==> src/hw/rtl/pump_pressure_controller_unit_defines.svh <==
// assertion macros for the pump pressure controller
// used by pump_pressure_controller_unit; expects i_clk and i_rst_n in scope
`ifndef PUMP_PRESSURE_CONTROLLER_UNIT_DEFINES_SVH
`define PUMP_PRESSURE_CONTROLLER_UNIT_DEFINES_SVH

// same-cycle implication, checked outside reset
`define PPC_ASSERT_NOW(lbl, ante, cons, msg) \
    lbl: assert property (@(posedge i_clk) disable iff (!i_rst_n) (ante) |-> (cons)) \
        else $error(msg);

// next-cycle implication, checked outside reset
`define PPC_ASSERT_NEXT(lbl, ante, cons, msg) \
    lbl: assert property (@(posedge i_clk) disable iff (!i_rst_n) (ante) |=> (cons)) \
        else $error(msg);

`endif

==> src/hw/rtl/ppc_pkg.sv <==
// constants, register indexes and the pulse to flow conversion
// for the pump pressure controller; no dependencies
package ppc_pkg;

    localparam int PRESSURE_W = 14;
    localparam int PULSES_W   = 12;
    localparam int FLOW_W     = 15;
    localparam int TIME_W     = 32;
    localparam int DELAY_W    = 16;
    localparam int CFG_IDX_W  = 3;
    localparam int CFG_DATA_W = 16;

    // operating modes
    localparam logic [1:0] MODE_PRIME      = 2'd0;
    localparam logic [1:0] MODE_RUN        = 2'd1;
    localparam logic [1:0] MODE_PRIME_FAIL = 2'd2;
    localparam logic [1:0] MODE_DRY_FAULT  = 2'd3;

    // register indexes
    localparam logic [CFG_IDX_W-1:0] CFG_START_PRESSURE   = 3'd0;
    localparam logic [CFG_IDX_W-1:0] CFG_STOP_PRESSURE    = 3'd1;
    localparam logic [CFG_IDX_W-1:0] CFG_DRY_PRESSURE     = 3'd2;
    localparam logic [CFG_IDX_W-1:0] CFG_DRY_FLOW_LIMIT   = 3'd3;
    localparam logic [CFG_IDX_W-1:0] CFG_CLEAR_FLOW_LIMIT = 3'd4;
    localparam logic [CFG_IDX_W-1:0] CFG_DRY_DELAY_MS     = 3'd5;
    localparam logic [CFG_IDX_W-1:0] CFG_PRIME_TIMEOUT_MS = 3'd6;

    // register reset values
    localparam logic [PRESSURE_W-1:0] RST_START_PRESSURE   = 14'd1400;
    localparam logic [PRESSURE_W-1:0] RST_STOP_PRESSURE    = 14'd3000;
    localparam logic [PRESSURE_W-1:0] RST_DRY_PRESSURE     = 14'd2400;
    localparam logic [FLOW_W-1:0]     RST_DRY_FLOW_LIMIT   = 15'd20;
    localparam logic [FLOW_W-1:0]     RST_CLEAR_FLOW_LIMIT = 15'd30;
    localparam logic [DELAY_W-1:0]    RST_DRY_DELAY_MS     = 16'd4000;
    localparam logic [DELAY_W-1:0]    RST_PRIME_TIMEOUT_MS = 16'd15000;

    // readings this soon after priming starts are ignored
    localparam logic [TIME_W-1:0] IGNORE_MS = 32'd1000;

    // pulses*60/11 as one multiply by 60*ceil(2^22/11) and a shift by 22;
    // exact for every 12-bit pulse count
    localparam int FLOW_SHIFT = 22;
    localparam int FLOW_RECIP = (2**FLOW_SHIFT + 10) / 11;
    localparam int FLOW_PROD_W = PULSES_W + 25;
    localparam logic [FLOW_PROD_W-1:0] FLOW_SCALE = FLOW_PROD_W'(60 * FLOW_RECIP);

    function automatic logic [FLOW_W-1:0] to_lph(input logic [PULSES_W-1:0] pulses);
        logic [FLOW_PROD_W-1:0] prod;
        prod = {{(FLOW_PROD_W-PULSES_W){1'b0}}, pulses} * FLOW_SCALE;
        return prod[FLOW_SHIFT +: FLOW_W];
    endfunction

endpackage

==> src/hw/rtl/pump_pressure_controller_unit.sv <==
// pump pressure controller: priming, hysteresis pump control and dry-run fault
// depends on ppc_pkg and pump_pressure_controller_unit_defines.svh
`include "pump_pressure_controller_unit_defines.svh"

// Takes one measurement per clock, unless stalled, and returns one result per
// measurement. A request passes through two registers: the input register,
// where the pulse counts are converted to liters per hour, and the result
// register, which the control step loads while it updates the pump state.
// o_valid rises when the control step loads the result register; sustained
// rate is one request per cycle while the result side does not stall, set by
// the single control stage that reads and writes the state.
// o_stall rises only when the input register is full and the result
// register is full and stalled downstream. Registers written through the
// configuration port apply to the next request that reaches the control stage.
module pump_pressure_controller_unit (
    input  logic                             i_clk,
    input  logic                             i_rst_n,
    // configuration
    input  logic                             i_cfg_we,
    input  logic [ppc_pkg::CFG_IDX_W-1:0]    i_cfg_index,
    input  logic [ppc_pkg::CFG_DATA_W-1:0]   i_cfg_data,
    // measurement request
    input  logic                             i_valid,
    output logic                             o_stall,
    input  logic [ppc_pkg::TIME_W-1:0]       i_now_ms,
    input  logic [ppc_pkg::PRESSURE_W-1:0]   i_pressure,
    input  logic [ppc_pkg::PULSES_W-1:0]     i_pulses,
    input  logic [ppc_pkg::PRESSURE_W-1:0]   i_confirm_pressure,
    input  logic [ppc_pkg::PULSES_W-1:0]     i_confirm_pulses,
    // result request
    output logic                             o_valid,
    input  logic                             i_stall,
    output logic                             o_pump_on,
    output logic [1:0]                       o_mode,
    output logic [ppc_pkg::FLOW_W-1:0]       o_flow_lph,
    output logic                             o_dry_warning
);
    import ppc_pkg::*;

    // configuration registers
    logic [PRESSURE_W-1:0] r_start_pressure;
    logic [PRESSURE_W-1:0] r_stop_pressure;
    logic [PRESSURE_W-1:0] r_dry_pressure;
    logic [FLOW_W-1:0]     r_dry_flow_limit;
    logic [FLOW_W-1:0]     r_clear_flow_limit;
    logic [DELAY_W-1:0]    r_dry_delay_ms;
    logic [DELAY_W-1:0]    r_prime_timeout_ms;

    // input register
    logic                  r_in_valid;
    logic [TIME_W-1:0]     r_now;
    logic [PRESSURE_W-1:0] r_p;
    logic [FLOW_W-1:0]     r_flow;
    logic [PRESSURE_W-1:0] r_cp;
    logic [FLOW_W-1:0]     r_cflow;

    // controller state
    logic [1:0]            r_mode;
    logic                  r_pump;
    logic                  r_armed;
    logic [TIME_W-1:0]     r_warn_start;
    logic [TIME_W-1:0]     r_prime_start;
    logic                  r_prime_started;

    logic [1:0]            n_mode;
    logic                  n_pump;
    logic                  n_armed;
    logic [TIME_W-1:0]     n_warn_start;
    logic [TIME_W-1:0]     n_prime_start;
    logic                  n_prime_started;
    logic [FLOW_W-1:0]     n_flow;

    // result register
    logic                  r_out_valid;
    logic                  r_out_pump;
    logic [1:0]            r_out_mode;
    logic [FLOW_W-1:0]     r_out_flow;
    logic                  r_out_warn;

    logic                  in_take;
    logic                  step;

    assign step    = r_in_valid && (!r_out_valid || !i_stall);
    assign o_stall = r_in_valid && !step;
    assign in_take = i_valid && !o_stall;

    always_ff @(posedge i_clk) begin
        if (!i_rst_n) begin
            r_start_pressure   <= RST_START_PRESSURE;
            r_stop_pressure    <= RST_STOP_PRESSURE;
            r_dry_pressure     <= RST_DRY_PRESSURE;
            r_dry_flow_limit   <= RST_DRY_FLOW_LIMIT;
            r_clear_flow_limit <= RST_CLEAR_FLOW_LIMIT;
            r_dry_delay_ms     <= RST_DRY_DELAY_MS;
            r_prime_timeout_ms <= RST_PRIME_TIMEOUT_MS;
        end else if (i_cfg_we) begin
            case (i_cfg_index)
                CFG_START_PRESSURE:   r_start_pressure   <= i_cfg_data[PRESSURE_W-1:0];
                CFG_STOP_PRESSURE:    r_stop_pressure    <= i_cfg_data[PRESSURE_W-1:0];
                CFG_DRY_PRESSURE:     r_dry_pressure     <= i_cfg_data[PRESSURE_W-1:0];
                CFG_DRY_FLOW_LIMIT:   r_dry_flow_limit   <= i_cfg_data[FLOW_W-1:0];
                CFG_CLEAR_FLOW_LIMIT: r_clear_flow_limit <= i_cfg_data[FLOW_W-1:0];
                CFG_DRY_DELAY_MS:     r_dry_delay_ms     <= i_cfg_data[DELAY_W-1:0];
                CFG_PRIME_TIMEOUT_MS: r_prime_timeout_ms <= i_cfg_data[DELAY_W-1:0];
                default: ;
            endcase
        end
    end

    // input register, flow conversion on the way in
    always_ff @(posedge i_clk) begin
        if (!i_rst_n) begin
            r_in_valid <= 1'b0;
        end else if (in_take) begin
            r_in_valid <= 1'b1;
        end else if (step) begin
            r_in_valid <= 1'b0;
        end
    end

    always_ff @(posedge i_clk) begin
        if (in_take) begin
            r_now   <= i_now_ms;
            r_p     <= i_pressure;
            r_flow  <= to_lph(i_pulses);
            r_cp    <= i_confirm_pressure;
            r_cflow <= to_lph(i_confirm_pulses);
        end
    end

    // control step
    always_comb begin
        logic [PRESSURE_W-1:0] v_p;
        logic [TIME_W-1:0]     prime_el;
        logic [TIME_W-1:0]     warn_el;
        n_mode          = r_mode;
        n_pump          = r_pump;
        n_armed         = r_armed;
        n_warn_start    = r_warn_start;
        n_prime_start   = r_prime_start;
        n_prime_started = r_prime_started;
        n_flow          = r_flow;
        v_p             = r_p;
        prime_el        = '0;
        warn_el         = '0;
        case (r_mode)
            MODE_PRIME: begin
                if (!r_prime_started) begin
                    n_prime_start   = r_now;
                    n_prime_started = 1'b1;
                end
                prime_el = r_now - n_prime_start;
                if (prime_el >= IGNORE_MS) begin
                    if (prime_el < {{(TIME_W-DELAY_W){1'b0}}, r_prime_timeout_ms}) begin
                        if (v_p >= r_stop_pressure) begin
                            n_pump = 1'b0;
                            n_mode = MODE_RUN;
                        end
                    end else begin
                        n_pump = 1'b0;
                        n_mode = MODE_PRIME_FAIL;
                    end
                end
            end
            MODE_RUN: begin
                // start needs the confirming reading too
                if (v_p <= r_start_pressure && !n_pump) begin
                    n_flow = r_cflow;
                    v_p    = r_cp;
                    if (v_p <= r_start_pressure) begin
                        n_pump = 1'b1;
                    end
                end
                // stop needs the confirming reading too, with zero flow
                if (v_p >= r_stop_pressure && n_flow == '0 && n_pump) begin
                    n_flow = r_cflow;
                    v_p    = r_cp;
                    if (v_p >= r_stop_pressure && n_flow == '0) begin
                        n_pump = 1'b0;
                    end
                end
                if (n_pump && !n_armed && v_p < r_dry_pressure && n_flow < r_dry_flow_limit) begin
                    n_armed      = 1'b1;
                    n_warn_start = r_now;
                end
                warn_el = r_now - n_warn_start;
                if (n_armed && warn_el >= {{(TIME_W-DELAY_W){1'b0}}, r_dry_delay_ms}) begin
                    n_pump  = 1'b0;
                    n_armed = 1'b0;
                    n_mode  = MODE_DRY_FAULT;
                end else if (v_p >= r_stop_pressure || n_flow > r_clear_flow_limit) begin
                    n_armed = 1'b0;
                end
            end
            default: ;
        endcase
        if (n_mode == MODE_PRIME_FAIL || n_mode == MODE_DRY_FAULT) begin
            n_pump  = 1'b0;
            n_armed = 1'b0;
            n_flow  = '0;
        end
    end

    always_ff @(posedge i_clk) begin
        if (!i_rst_n) begin
            r_mode          <= MODE_PRIME;
            r_pump          <= 1'b1;
            r_armed         <= 1'b0;
            r_warn_start    <= '0;
            r_prime_start   <= '0;
            r_prime_started <= 1'b0;
        end else if (step) begin
            r_mode          <= n_mode;
            r_pump          <= n_pump;
            r_armed         <= n_armed;
            r_warn_start    <= n_warn_start;
            r_prime_start   <= n_prime_start;
            r_prime_started <= n_prime_started;
        end
    end

    // result register
    always_ff @(posedge i_clk) begin
        if (!i_rst_n) begin
            r_out_valid <= 1'b0;
        end else if (step) begin
            r_out_valid <= 1'b1;
        end else if (!i_stall) begin
            r_out_valid <= 1'b0;
        end
    end

    always_ff @(posedge i_clk) begin
        if (step) begin
            r_out_pump <= n_pump;
            r_out_mode <= n_mode;
            r_out_flow <= n_flow;
            r_out_warn <= n_armed;
        end
    end

    assign o_valid       = r_out_valid;
    assign o_pump_on     = r_out_pump;
    assign o_mode        = r_out_mode;
    assign o_flow_lph    = r_out_flow;
    assign o_dry_warning = r_out_warn;

    `PPC_ASSERT_NOW(a_fault_outputs_quiet,
        o_valid && (o_mode == MODE_PRIME_FAIL || o_mode == MODE_DRY_FAULT),
        !o_pump_on && !o_dry_warning && o_flow_lph == '0,
        "fault result with pump, flow or warning set")
    `PPC_ASSERT_NEXT(a_fault_latched,
        r_mode == MODE_PRIME_FAIL || r_mode == MODE_DRY_FAULT,
        r_mode == $past(r_mode),
        "latched fault mode changed")
    `PPC_ASSERT_NOW(a_warning_only_running,
        o_valid && o_dry_warning,
        o_mode == MODE_RUN && o_pump_on,
        "dry warning outside running control or with pump off")
    `PPC_ASSERT_NOW(a_stall_when_full,
        o_stall,
        r_in_valid && r_out_valid && i_stall,
        "input stalled while the pipeline can move")

endmodule

==> config.mk <==
export PLATFORM = sky130hd
export DESIGN_NAME = pump_pressure_controller_unit
export DESIGN_NICKNAME = d
export VERILOG_FILES = /design/src/hw/rtl/ppc_pkg.sv /design/src/hw/rtl/pump_pressure_controller_unit.sv
export VERILOG_INCLUDE_DIRS = /design/src /design/src/hw/rtl
export SDC_FILE = /design/constraint.sdc
export NUM_CORES = 1
export LEC_CHECK = 0
export BUFFER_PORTS_ARGS = -buffer_cell sky130_fd_sc_hd__clkbuf_2
export CAP_MARGIN = 20
export CORE_MARGIN = 2
export CORE_UTILIZATION = 27
export CTS_BUF_LIST = sky130_fd_sc_hd__clkbuf_2 sky130_fd_sc_hd__clkbuf_4 sky130_fd_sc_hd__clkbuf_8
export DETAILED_ROUTE_END_ITERATION = 8
export GPL_TIMING_DRIVEN = 1
export HOLD_SLACK_MARGIN = 0.05
export RECOVER_POWER = 25
export SLEW_MARGIN = 20
export SYNTH_ARGS = -nofsm -noshare
export SYNTH_HDL_FRONTEND = slang
export SYNTH_SLANG_ARGS = --single-unit
==> constraint.sdc <==
create_clock -name i_clk -period 14.44 [get_ports i_clk]
set_input_delay 3.61 -clock i_clk [delete_from_list [all_inputs] [get_ports i_clk]]
set_output_delay 3.61 -clock i_clk [all_outputs]
set_load 0.05 [all_outputs]
# == After elaboration in Yosys (flattened, before gate mapping) ==
# Index checks and enable logic that the tools add are counted.
# word_totals
mem_bits_ro,0
ramBits,0
out_inout_bits,21
n_memories,0
latchBits,0
register_bits,284
inputBits,108
# op_classes
order_cmp,12
n_addsub,2
shift,0
n_div,0
n_mul,2
reduce_logical,34
bitwise,0
mux,40
eq_ne,10
# ops
operator,n
$mux 32,4
$mux 15,5
$mul 12x23->35 const B,2
$sub 32x32->32,2
$ge 14x14->1,4
$mux 14,4
$ge 32x10->1 const B,1
$ge 32x16->1,1
$lt 32x16->1,1
$logic_not 15->1,2
$le 14x14->1,2
$mux 1,21
$reduce_and 2->1,9
$gt 15x15->1,1
$lt 15x15->1,1
$lt 14x14->1,1
$logic_and 1x1->1,11
$eq 3x3->1 const B,3
$mux 2,4
$eq 3x2->1 const B,2
$logic_not 1->1,6
$eq 2x2->1 const B,2
$pmux 2 s2,1
$eq 3x1->1 const B,1
other kinds (7),9

# == Depth between registers and ports, before layout ==
# Gate-level depths: netlist of the first run.
# depth
ltp_word,22
depth_mapped,58
depth_no_buf,51

# == Least setup slack after synthesis of the first run ==
# OpenSTA, ideal clock, no wires.
# synth_path
path_type,reg-to-reg
startpoint,reg r_p[13]
endpoint,"reg r_out_mode[1], in the netlist o_mode[1], data pin"
arrival_ns,10.855
stages_incl_launch_ff,53
t_required_ns,14.179
slack_ns,3.324
setup_ns,0.261
cell_sequence,edfxtp_1 -> ha_1 -> and3_1 -> nand4_1 -> a31o_1 -> a21oi_2 -> clkbuf_1 -> clkbuf_1 -> a21oi_1 -> ha_1 -> nand4_1 -> o31ai_1 -> a21o_1 -> o22ai_1 -> a21oi_1 -> clkbuf_1 -> mux2_2 -> ha_1 -> (+17 left out) -> or3_1 -> a31oi_1 -> o21bai_1 -> a21oi_1 -> xnor2_1 -> ha_1 -> nand3_1 -> o22a_1 -> nand3_1 -> nor4b_1 -> o211ai_1 -> nor3_1 -> o2111ai_1 -> and4bb_1 -> and4_1 -> buf_2 -> a31oi_4 -> buf_6
# synth_between
elab_chain_len,19
elab_cells_between_ends,37
cone_classes,add/sub (1); order compare (6); mux (22); reduce/logical (8)
# synth_lines
item,line_no,source
from (decl),pump_pressure_controller_unit.sv:52,logic [PRESSURE_W-1:0] r_p;
from (signal assigned),pump_pressure_controller_unit.sv:124,r_p <= i_pressure;
$le 14x14->1,pump_pressure_controller_unit.sv:167,if (v_p <= r_start_pressure && !n_pump) begin
$logic_and 1x1->1,pump_pressure_controller_unit.sv:167,
$mux 14 / $mux 15 (equally long branches),pump_pressure_controller_unit.sv:167,
$mux 14 / $mux 15 (equally long branches),pump_pressure_controller_unit.sv:146,case (r_mode)
$ge 14x14->1 / $logic_not 15->1 (equally long branches),pump_pressure_controller_unit.sv:175,if (v_p >= r_stop_pressure && n_flow == '0 && n_pump) begin
$logic_and 1x1->1 (2 in series),pump_pressure_controller_unit.sv:175,
$mux 14 / $mux 1 (equally long branches),pump_pressure_controller_unit.sv:175,
$mux 14 / $mux 1 (equally long branches),pump_pressure_controller_unit.sv:146,
(+3 left out),-,
$mux 32,pump_pressure_controller_unit.sv:182,if (n_pump && !n_armed && v_p < r_dry_pressure && n_flow < r_dry_flow_limit) begin
$mux 32,pump_pressure_controller_unit.sv:146,
$sub 32x32->32,pump_pressure_controller_unit.sv:186,warn_el = r_now - n_warn_start;
$ge 32x16->1,pump_pressure_controller_unit.sv:187,"if (n_armed && warn_el >= {{(TIME_W-DELAY_W){1'b0}}, r_dry_delay_ms}) begin"
$logic_and 1x1->1,pump_pressure_controller_unit.sv:187,
$mux 2,pump_pressure_controller_unit.sv:187,
$pmux 2 s2 *,pump_pressure_controller_unit.sv:146,
named net n_mode[1],pump_pressure_controller_unit.sv:65,logic [1:0] n_mode;
to (signal assigned),pump_pressure_controller_unit.sv:236,r_out_mode <= n_mode;
to (decl),pump_pressure_controller_unit.sv:76,logic [1:0] r_out_mode;
# Mark *: on every way through the listed nets, which the timed path passes. The rest lies on a longest branch. The select of a mux whose other input is x is not followed.
# A chain may end at the register's enable or synchronous reset.

# == Final worst setup path of the first run ==
# layout_path
startpoint,reg r_p[13]
endpoint,"reg r_out_flow[0], in the netlist o_flow_lph[0], data pin"
# layout_between
elab_chain_len,21
elab_cells_between_ends,41
cone_classes,add/sub (1); order compare (6); eq/ne (2); mux (23); reduce/logical (9)
# layout_lines
item,line_no,source
$le 14x14->1,pump_pressure_controller_unit.sv:167,
$logic_and 1x1->1,pump_pressure_controller_unit.sv:167,
$mux 14 / $mux 15 (equally long branches),pump_pressure_controller_unit.sv:167,
$mux 14 / $mux 15 (equally long branches),pump_pressure_controller_unit.sv:146,
$ge 14x14->1 / $logic_not 15->1 (equally long branches),pump_pressure_controller_unit.sv:175,
$logic_and 1x1->1 (2 in series),pump_pressure_controller_unit.sv:175,
$mux 14 / $mux 1 (equally long branches),pump_pressure_controller_unit.sv:175,
$mux 14 / $mux 1 (equally long branches),pump_pressure_controller_unit.sv:146,
(+4 left out),-,
$mux 32,pump_pressure_controller_unit.sv:146,
$sub 32x32->32,pump_pressure_controller_unit.sv:186,
$ge 32x16->1,pump_pressure_controller_unit.sv:187,
$logic_and 1x1->1,pump_pressure_controller_unit.sv:187,
$mux 2,pump_pressure_controller_unit.sv:187,
$pmux 2 s2,pump_pressure_controller_unit.sv:146,
$eq 2x2->1,pump_pressure_controller_unit.sv:197,if (n_mode == MODE_PRIME_FAIL || n_mode == MODE_DRY_FAULT) begin
$logic_or 1x1->1,pump_pressure_controller_unit.sv:197,
to (signal assigned),pump_pressure_controller_unit.sv:237,r_out_flow <= n_flow;
to (decl),pump_pressure_controller_unit.sv:77,logic [FLOW_W-1:0] r_out_flow;
# Parallel ways exist; a longest one is shown, timed or not. The select of a mux whose other input is x is not followed.

==> metrics.cfg, run 1 <==
[outcome]
status = finished, violations left
violations = capacitance limit, slew limit

[worst_setup_path]
r2r-start = r_p[13]
crit_type = register to register
start_kind = register
worst_ep_required_time_ns = 14.97
timing.critical_path.mode_cell = ha_1
max_stage_delay_ns = 0.51
cp-end-kind = register
startpoint = r_p[13]
path_max_fanout = 18
cp_slowest_cell = or3_1
arrival_ns = 12.74

[yosys]
yosys.area.top_type = ha_1
synthesis.area_mm2 = 0.0264
synth.area.top_cells = ha_1, fa_1, dfxtp_1
synth_edf_count = 109
synth-simple-area-share_pct = 12.9
synth-compound-area-share_pct = 16.1
yosysSeqAreaShare_pct = 25.7
synthCells = 2810
synth_xor_area_share_pct = 1.92
synth_fa_ha_area_share_pct = 33.9
ys_ff_latch = 284
syn-num-nets = 3514
muxShareOfSynthArea_pct = 3.14
synth_top_family_by_area = adder cells
syn_avg_cell_area_um2 = 9.39
async_flop_share_pct = 0
synth_flop_cell = dfxtp_1
yosysUniqueCellTypes = 84
synth_top_area_share_pct = 19.0
yosysWarnings = 0

[pwr]
power.density_mw_per_mm2 = 136
peakVddDrop_v = 0.000117
p_leak_nw = 13.6

[clocking]
clock-sinks = 284
clkLatencyLatePin_ns = 0.71
clk_path_buf_depth = 3
post-cts-setup-buffers = 0
htreeDepth = 2
clk_pin_slew_ns = 0.07
ctsResizeCount = 0
cts_buffers = 53
cts_tree = built
hold_buffers = 0
root_buffer = clkbuf_8

[timing]
setup_viol = 0
fin_tns_setup_ns = 0
rsz0062_at_grt = no
skew_ns = 0.0757
slew_viol_final = 86
setup_ws_ns = 2.23
post-route-period-util_pct = 84.6
period_needed_ns = 12.21
tightestPinTransition_ns = 3.77
fmax_mhz = 81.9
hold_violations = 0
relSlewSlack_pct = -151

[die]
start_util_pct = 27.3
io_pins = 129
core_mm2 = 0.0969
num_rows = 114
die-width_um = 317
die_y_um = 317
dieArea_mm2 = 0.100

[global_routing]
track_usage_pct = 14.9
grt_overflow = 0
grt_pass1_vias = 20500
grt_pass1_wl_um = 117000
antenna_found_initial = 3
grt_max_degree = 93

[place]
place_congestion = 0.929
port_buffers = 128
hpwl_um = 59400
post-place-cells = 4156
pre_cts_ws_ns = 2.31
place_area_mm2 = 0.0285

[min_path]
hp-class = register to register
hp-start = r_prime_timeout_ms[10]

[layout]
area_growth_pct = 12.7
fin_area_mm2 = 0.0298
final_util_pct = 30.7
fin_cells = 4257
drive_gt1_share_pct = 9.19
nets = 3639

[route]
detail_route.iter0.violations = 1225
drt-pass1-iter-count = 7
post_drt_wl_per_cell_um = 17.5
antenna_left = 0
drt_wl_total_um = 74700
vias = 20400
avgViaCountPerCell = 4.79
drc_errors = 0

[run]
drv_cap = 1

worst max-delay path: cells and delay by family, from the launching register on:
family / cells / cell delay [ns]
buffers and inverters: 1 / 0.29
DFF: 1 / 0.43
xor gates and xnor gates: 1 / 0.14
and+or+nand+nor: 18 / 3.92
AOI/OAI and AO/OA: 25 / 5.82
adders and majority gates: 5 / 1.42
sequential cells by signal, summed over array words and instances (netlist names), 15 cells and up:
| register | cells |
|---|---|
| r_now | 32 |
| r_prime_start | 32 |
| r_warn_start | 32 |
| r_dry_delay_ms | 16 |
| r_prime_timeout_ms | 16 |
| o_flow_lph | 15 |
| r_cflow | 15 |
| r_clear_flow_limit | 15 |
| r_dry_flow_limit | 15 |
| r_flow | 15 |
synth_stat cells (all sizes together) (51+ instances only):
master / n
edfxtp: 109
a21oi: 131
clkbuf: 68
o211a: 60
inv: 375
o21ai: 73
fa: 196
o211ai: 51
nor2: 91
dfxtp: 175
nand2: 419
mux2i: 66
a21boi: 77
ha: 400
final timing paths:
kind / depth (start not counted) / endpoint / slack (ns)
worst max-delay path: 50 / o_flow_lph[0] / 2.23
worst min-delay path: 2 / r_prime_timeout_ms[10] / 0.47
worst max register to register: 50 / o_flow_lph[0] / 2.23
worst min register to register: 2 / r_prime_timeout_ms[10] / 0.47
per-stage QoR:
stage / total power [mW] / hold slack, ns
after CTS: 4.10 / 0.468
after global routing: 4.46 / 0.488
after detailed placement: 3.12 / 0.459
after global placement: 3.10 / 0.453
final: 4.04 / 0.466
after floorplan: 2.59 / 0.441
area by class of cell:
cell class,instances,area [µm²]
fillers,10100,67100
multi-input cells,2078,18000
flip-flops and latches,284,6780
well taps,1276,1600
inverters,375,1410
clock buffers,82,1010
repair buffers,143,721
clock inverters,18,274
diodes,1,2.50
placed cells by master, fill, tap and decap left out, types with 11 or more instances in the layout:
cell / count
a211oi_1: 12
a21boi_0: 74
a21o_1: 40
a21oi_1: 118
a21oi_2: 13
a31oi_1: 16
buf_4: 14
clkbuf_1: 24
clkbuf_2: 105
clkbuf_4: 19
clkbuf_8: 63
dfxtp_1: 174
edfxtp_1: 109
fa_1: 196
ha_1: 400
inv_1: 375
mux2_2: 15
mux2i_1: 66
nand2_1: 419
nand2b_1: 30
nand3_1: 25
nand4_1: 32
nor2_1: 89
nor2b_1: 45
nor3_1: 34
nor4_1: 13
o211a_1: 59
o211ai_1: 51
o21a_1: 39
o21ai_0: 71
o21bai_1: 11
or3_1: 11
xnor2_1: 43
xor2_1: 15
kinds of logic (layout without fill, tap and decap cells):
| group | count (synthesis) | after routing |
|---|---|---|
| simple gates | 751 | 751 |
| flops | 284 | 284 |
| fa+ha+maj | 598 | 598 |
| mux | 81 | 81 |
| xor+xnor | 58 | 58 |
| buf+inv | 448 | 618 |
| other cells | 0 | 1 |
| compound gates | 590 | 590 |
power by group:
| group | switching (mW) | total, mW | internal, mW |
|---|---|---|---|
| clock network | 0.384 | 0.943 | 0.559 |
| logic | 1.16 | 2.06 | 0.903 |
| registers | 0.0719 | 1.04 | 0.968 |
| total | 1.61 | 4.04 | 2.43 |
layer usage:
layer	wire length (µm)	global-route usage (%)
met1	35100	20.4
met2	33100	24.0
met3	4440	2.74
met4	2010	4.29
met5	14	0
Note: power is estimated with default switching activity, not from simulation.
==> inputs of run 2 (changes only) <==
- ABC_AREA: default -> 1
- clock period: 14.44 -> 9.9 ns (I/O delays scaled with it)
==> metrics.cfg, run 2 <==
[outcome]
status = finished, violations left
violations = capacitance limit, slew limit

[clocking]
cts_tree = built
clk_path_buf_depth = 3  ; unchanged
clkLatencyLatePin_ns = 0.67  ; -0.04 ns
htreeDepth = 2  ; unchanged
hold_buffers = 0  ; unchanged
root_buffer = clkbuf_8
cts_buffers = 49  ; -7.5%
clk_pin_slew_ns = 0.07  ; about the same
clock-sinks = 284  ; unchanged

[route]
drc_errors = 0  ; unchanged
drt-pass1-iter-count = 5  ; -2
avgViaCountPerCell = 4.59  ; -4.1%
drt_wl_total_um = 74400  ; -0.40%
post_drt_wl_per_cell_um = 15.9  ; -9.3%
detail_route.iter0.violations = 1158  ; -5.5%
antenna_left = 0  ; unchanged
vias = 21500  ; +5.3%

[worst_setup_path]
r2r-end = o_flow_lph[7]
worst-path-buf-inv = 6  ; +5
worst_ep_required_time_ns = 10.40  ; -4.57 ns
cp_slowest_cell = or3_1
crit_type = register to register
timing.critical_path.mode_cell = nand2_1
path_max_fanout = 16  ; -2
arrival_ns = 9.60  ; -3.14 ns
cp-end-kind = register
rrSetupSlack_ns = 0.80  ; -1.43 ns
reg2reg_depth = 59  ; +18%
r2r-start = r_p[13]
start_kind = register
max_stage_delay_ns = 0.43  ; -0.08 ns
crit_family = simple AND/OR/NAND/NOR gates

[layout]
fillCellCount = 10500  ; +3.9%
fin_cells = 4676  ; +9.8%
drive_gt1_share_pct = 8.56  ; -0.64 points
nets = 4052  ; +11%
area_growth_pct = 12.7  ; about the same
seqCellArea_mm2 = 0.00678  ; about the same
top_regs = r_now: 32 flops, r_prime_start: 32 flops, r_warn_start: 32 flops
final_cell_mix = inv_1, nand2_1, ha_1, a21oi_1, o21ai_0
multi_input_area_mm2 = 0.0174  ; -3.3%
final_common_cell = inv_1

[timing]
holdWs_ns = 0.462  ; -0.00386 ns
slew_viol_final = 62  ; -28%
period_needed_ns = 9.10  ; -3.11 ns
relSlewSlack_pct = -9.36  ; +140 points
setup_viol = 0  ; unchanged
fmax_mhz = 110  ; +34%
hold_violations = 0  ; unchanged
setup_ws_ns = 0.796  ; -1.43 ns
post-route-period-util_pct = 92.0  ; +7.4 points
fin_tns_setup_ns = 0  ; unchanged
tightestPinTransition_ns = 1.63  ; -2.14 ns
skew_ns = 0.0477  ; -0.0281 ns

[die]
start_util_pct = 27.1  ; -0.12 points
die_y_um = 318  ; +0.44%
core_mm2 = 0.0981  ; +1.3%
io_pins = 129  ; unchanged
dieArea_mm2 = 0.101  ; +0.88%
die-width_um = 318  ; +0.44%
num_rows = 115  ; +0.88%

[yosys]
synth.most_common_cell = inv_1
synth.area.top_cells = ha_1, fa_1, dfxtp_1
ys_ff_latch = 284  ; unchanged
syn_avg_cell_area_um2 = 8.31  ; -11%
ys_top_cells_by_count = inv_1, nand2_1, ha_1
yosys.area.top_type = ha_1
yosysUniqueCellTypes = 60  ; -29%
synthCells = 3203  ; +14%
yosysWarnings = 0  ; unchanged
synth_edf_count = 109  ; unchanged
synth_flop_cell = dfxtp_1
yosysSeqAreaShare_pct = 25.4  ; -0.23 points
synthesis.area_mm2 = 0.0266  ; +0.89%
syn-num-nets = 3907  ; +11%
synth_top_area_share_pct = 18.8  ; -0.17 points
async_flop_share_pct = 0  ; unchanged

[global_routing]
grt_pass1_vias = 21300  ; +3.7%
grt_pass1_wl_um = 118000  ; +0.95%
antenna_found_initial = 3  ; unchanged
track_usage_pct = 14.7  ; -0.20 points
grt_overflow = 0  ; unchanged
grt_max_degree = 94  ; +1.1%

[place]
place_congestion = 0.908  ; -2.3%
pre_cts_ws_ns = 0.0983  ; -2.21 ns
hpwl_um = 60200  ; +1.3%
port_buffers = 128  ; unchanged
post-place-cells = 4574  ; +10%

[min_path]
hold_end = r_dry_pressure[4]
hp-class = register to register
hold_depth = 2  ; unchanged
hp-start = r_dry_pressure[4]

[pwr]
p_leak_nw = 14.6  ; +7.0%
power.density_mw_per_mm2 = 200  ; +47%
peakVddDrop_v = 0.000123  ; +5.3%

[run]
drv_cap = 2  ; +1

[run 2: worst max path at each step]
| stage | from | end | slack, ns | cells after the start |
|---|---|---|---|---|
| 2_1_floorplan | r_p[13] | o_mode[1] | 0.61 | 62 |
| 3_3_place_gp | r_p[13] | o_mode[1] | 0.37 | 56 |
| 3_5_place_dp | r_p[13] | o_flow_lph[11] | 0.1 | 57 |
| 4_1_cts | r_p[13] | o_flow_lph[7] | 0.02 | 57 |
| 5_1_grt | r_p[7] | o_flow_lph[7] | -0.02 | 60 |
| 6_report | r_p[13] | o_flow_lph[7] | 0.80 | 59 |
[run 2: per-stage QoR]
| step | total power [mW] | utilization [%] | instance area [µm²] |
|---|---|---|---|
| floorplan | 3.99 | - | 26600 |
| global placement | 4.80 | 29.3 | 28800 |
| detailed placement | 4.84 | 29.3 | 28800 |
| CTS | 6.10 | 30.4 | 29900 |
| global route | 6.70 | 30.6 | 30000 |
| finish | 6.01 | 30.6 | 30000 |
[run 2: worst register-to-register path: cells and delay by family (launching register included)]
kind / cells / cell delay, ns
simple gates: 33 / 3.66
compound gates: 13 / 2.37
fa+ha+maj: 5 / 1.51
buf+inv: 6 / 0.68
flops: 1 / 0.40
mux: 1 / 0.18
xor+xnor: 1 / 0.14
[run 2: per-layer routing]
layer,wire [µm],up-vias,global-route usage (%)
li1,-,10900,-
met1,34800,10100,19.7
met2,33700,416,24.3
met3,4160,99,2.83
met4,1770,2,3.94
met5,13,-,0
[run 2: logic make-up (layout without fill, tap and decap cells)]
kind of cell / count (synthesis) / in the layout / synth area share (%)
AND/OR/NAND/NOR: 917 / 918 / 14.4
buffers and inverters: 678 / 862 / 9.69
multiplexers: 44 / 44 / 1.65
other: 0 / 1 / 0
AO/OA/AOI/OAI: 615 / 615 / 13.0
adder cells (fa/ha/maj): 596 / 596 / 33.5
flip-flops: 284 / 284 / 25.4
XOR/XNOR: 69 / 69 / 2.27
[run 2: final cells by class]
type / instances / share of cell area (%)
diodes: 1 / 0.00834
clock buffers: 70 / 2.94
clock inverters: 21 / 0.700
inverters: 612 / 7.67
multi-input cells: 2242 / 57.9
flip-flops and latches: 284 / 22.6
well taps: 1287 / 5.36
repair buffers: 159 / 2.88
[run 2: what timing repair did]
item                       in CTS  in global routing
resized for setup               0                 24
setup buffers                   0                  9
setup endpoints to repair       0                 21
[run 2: report_power, final]
group	switching [mW]	total [mW]	internal [mW]
registers	0.0618	1.49	1.42
logic	1.97	3.32	1.35
clock network	0.523	1.20	0.681
total	2.55	6.01	3.46
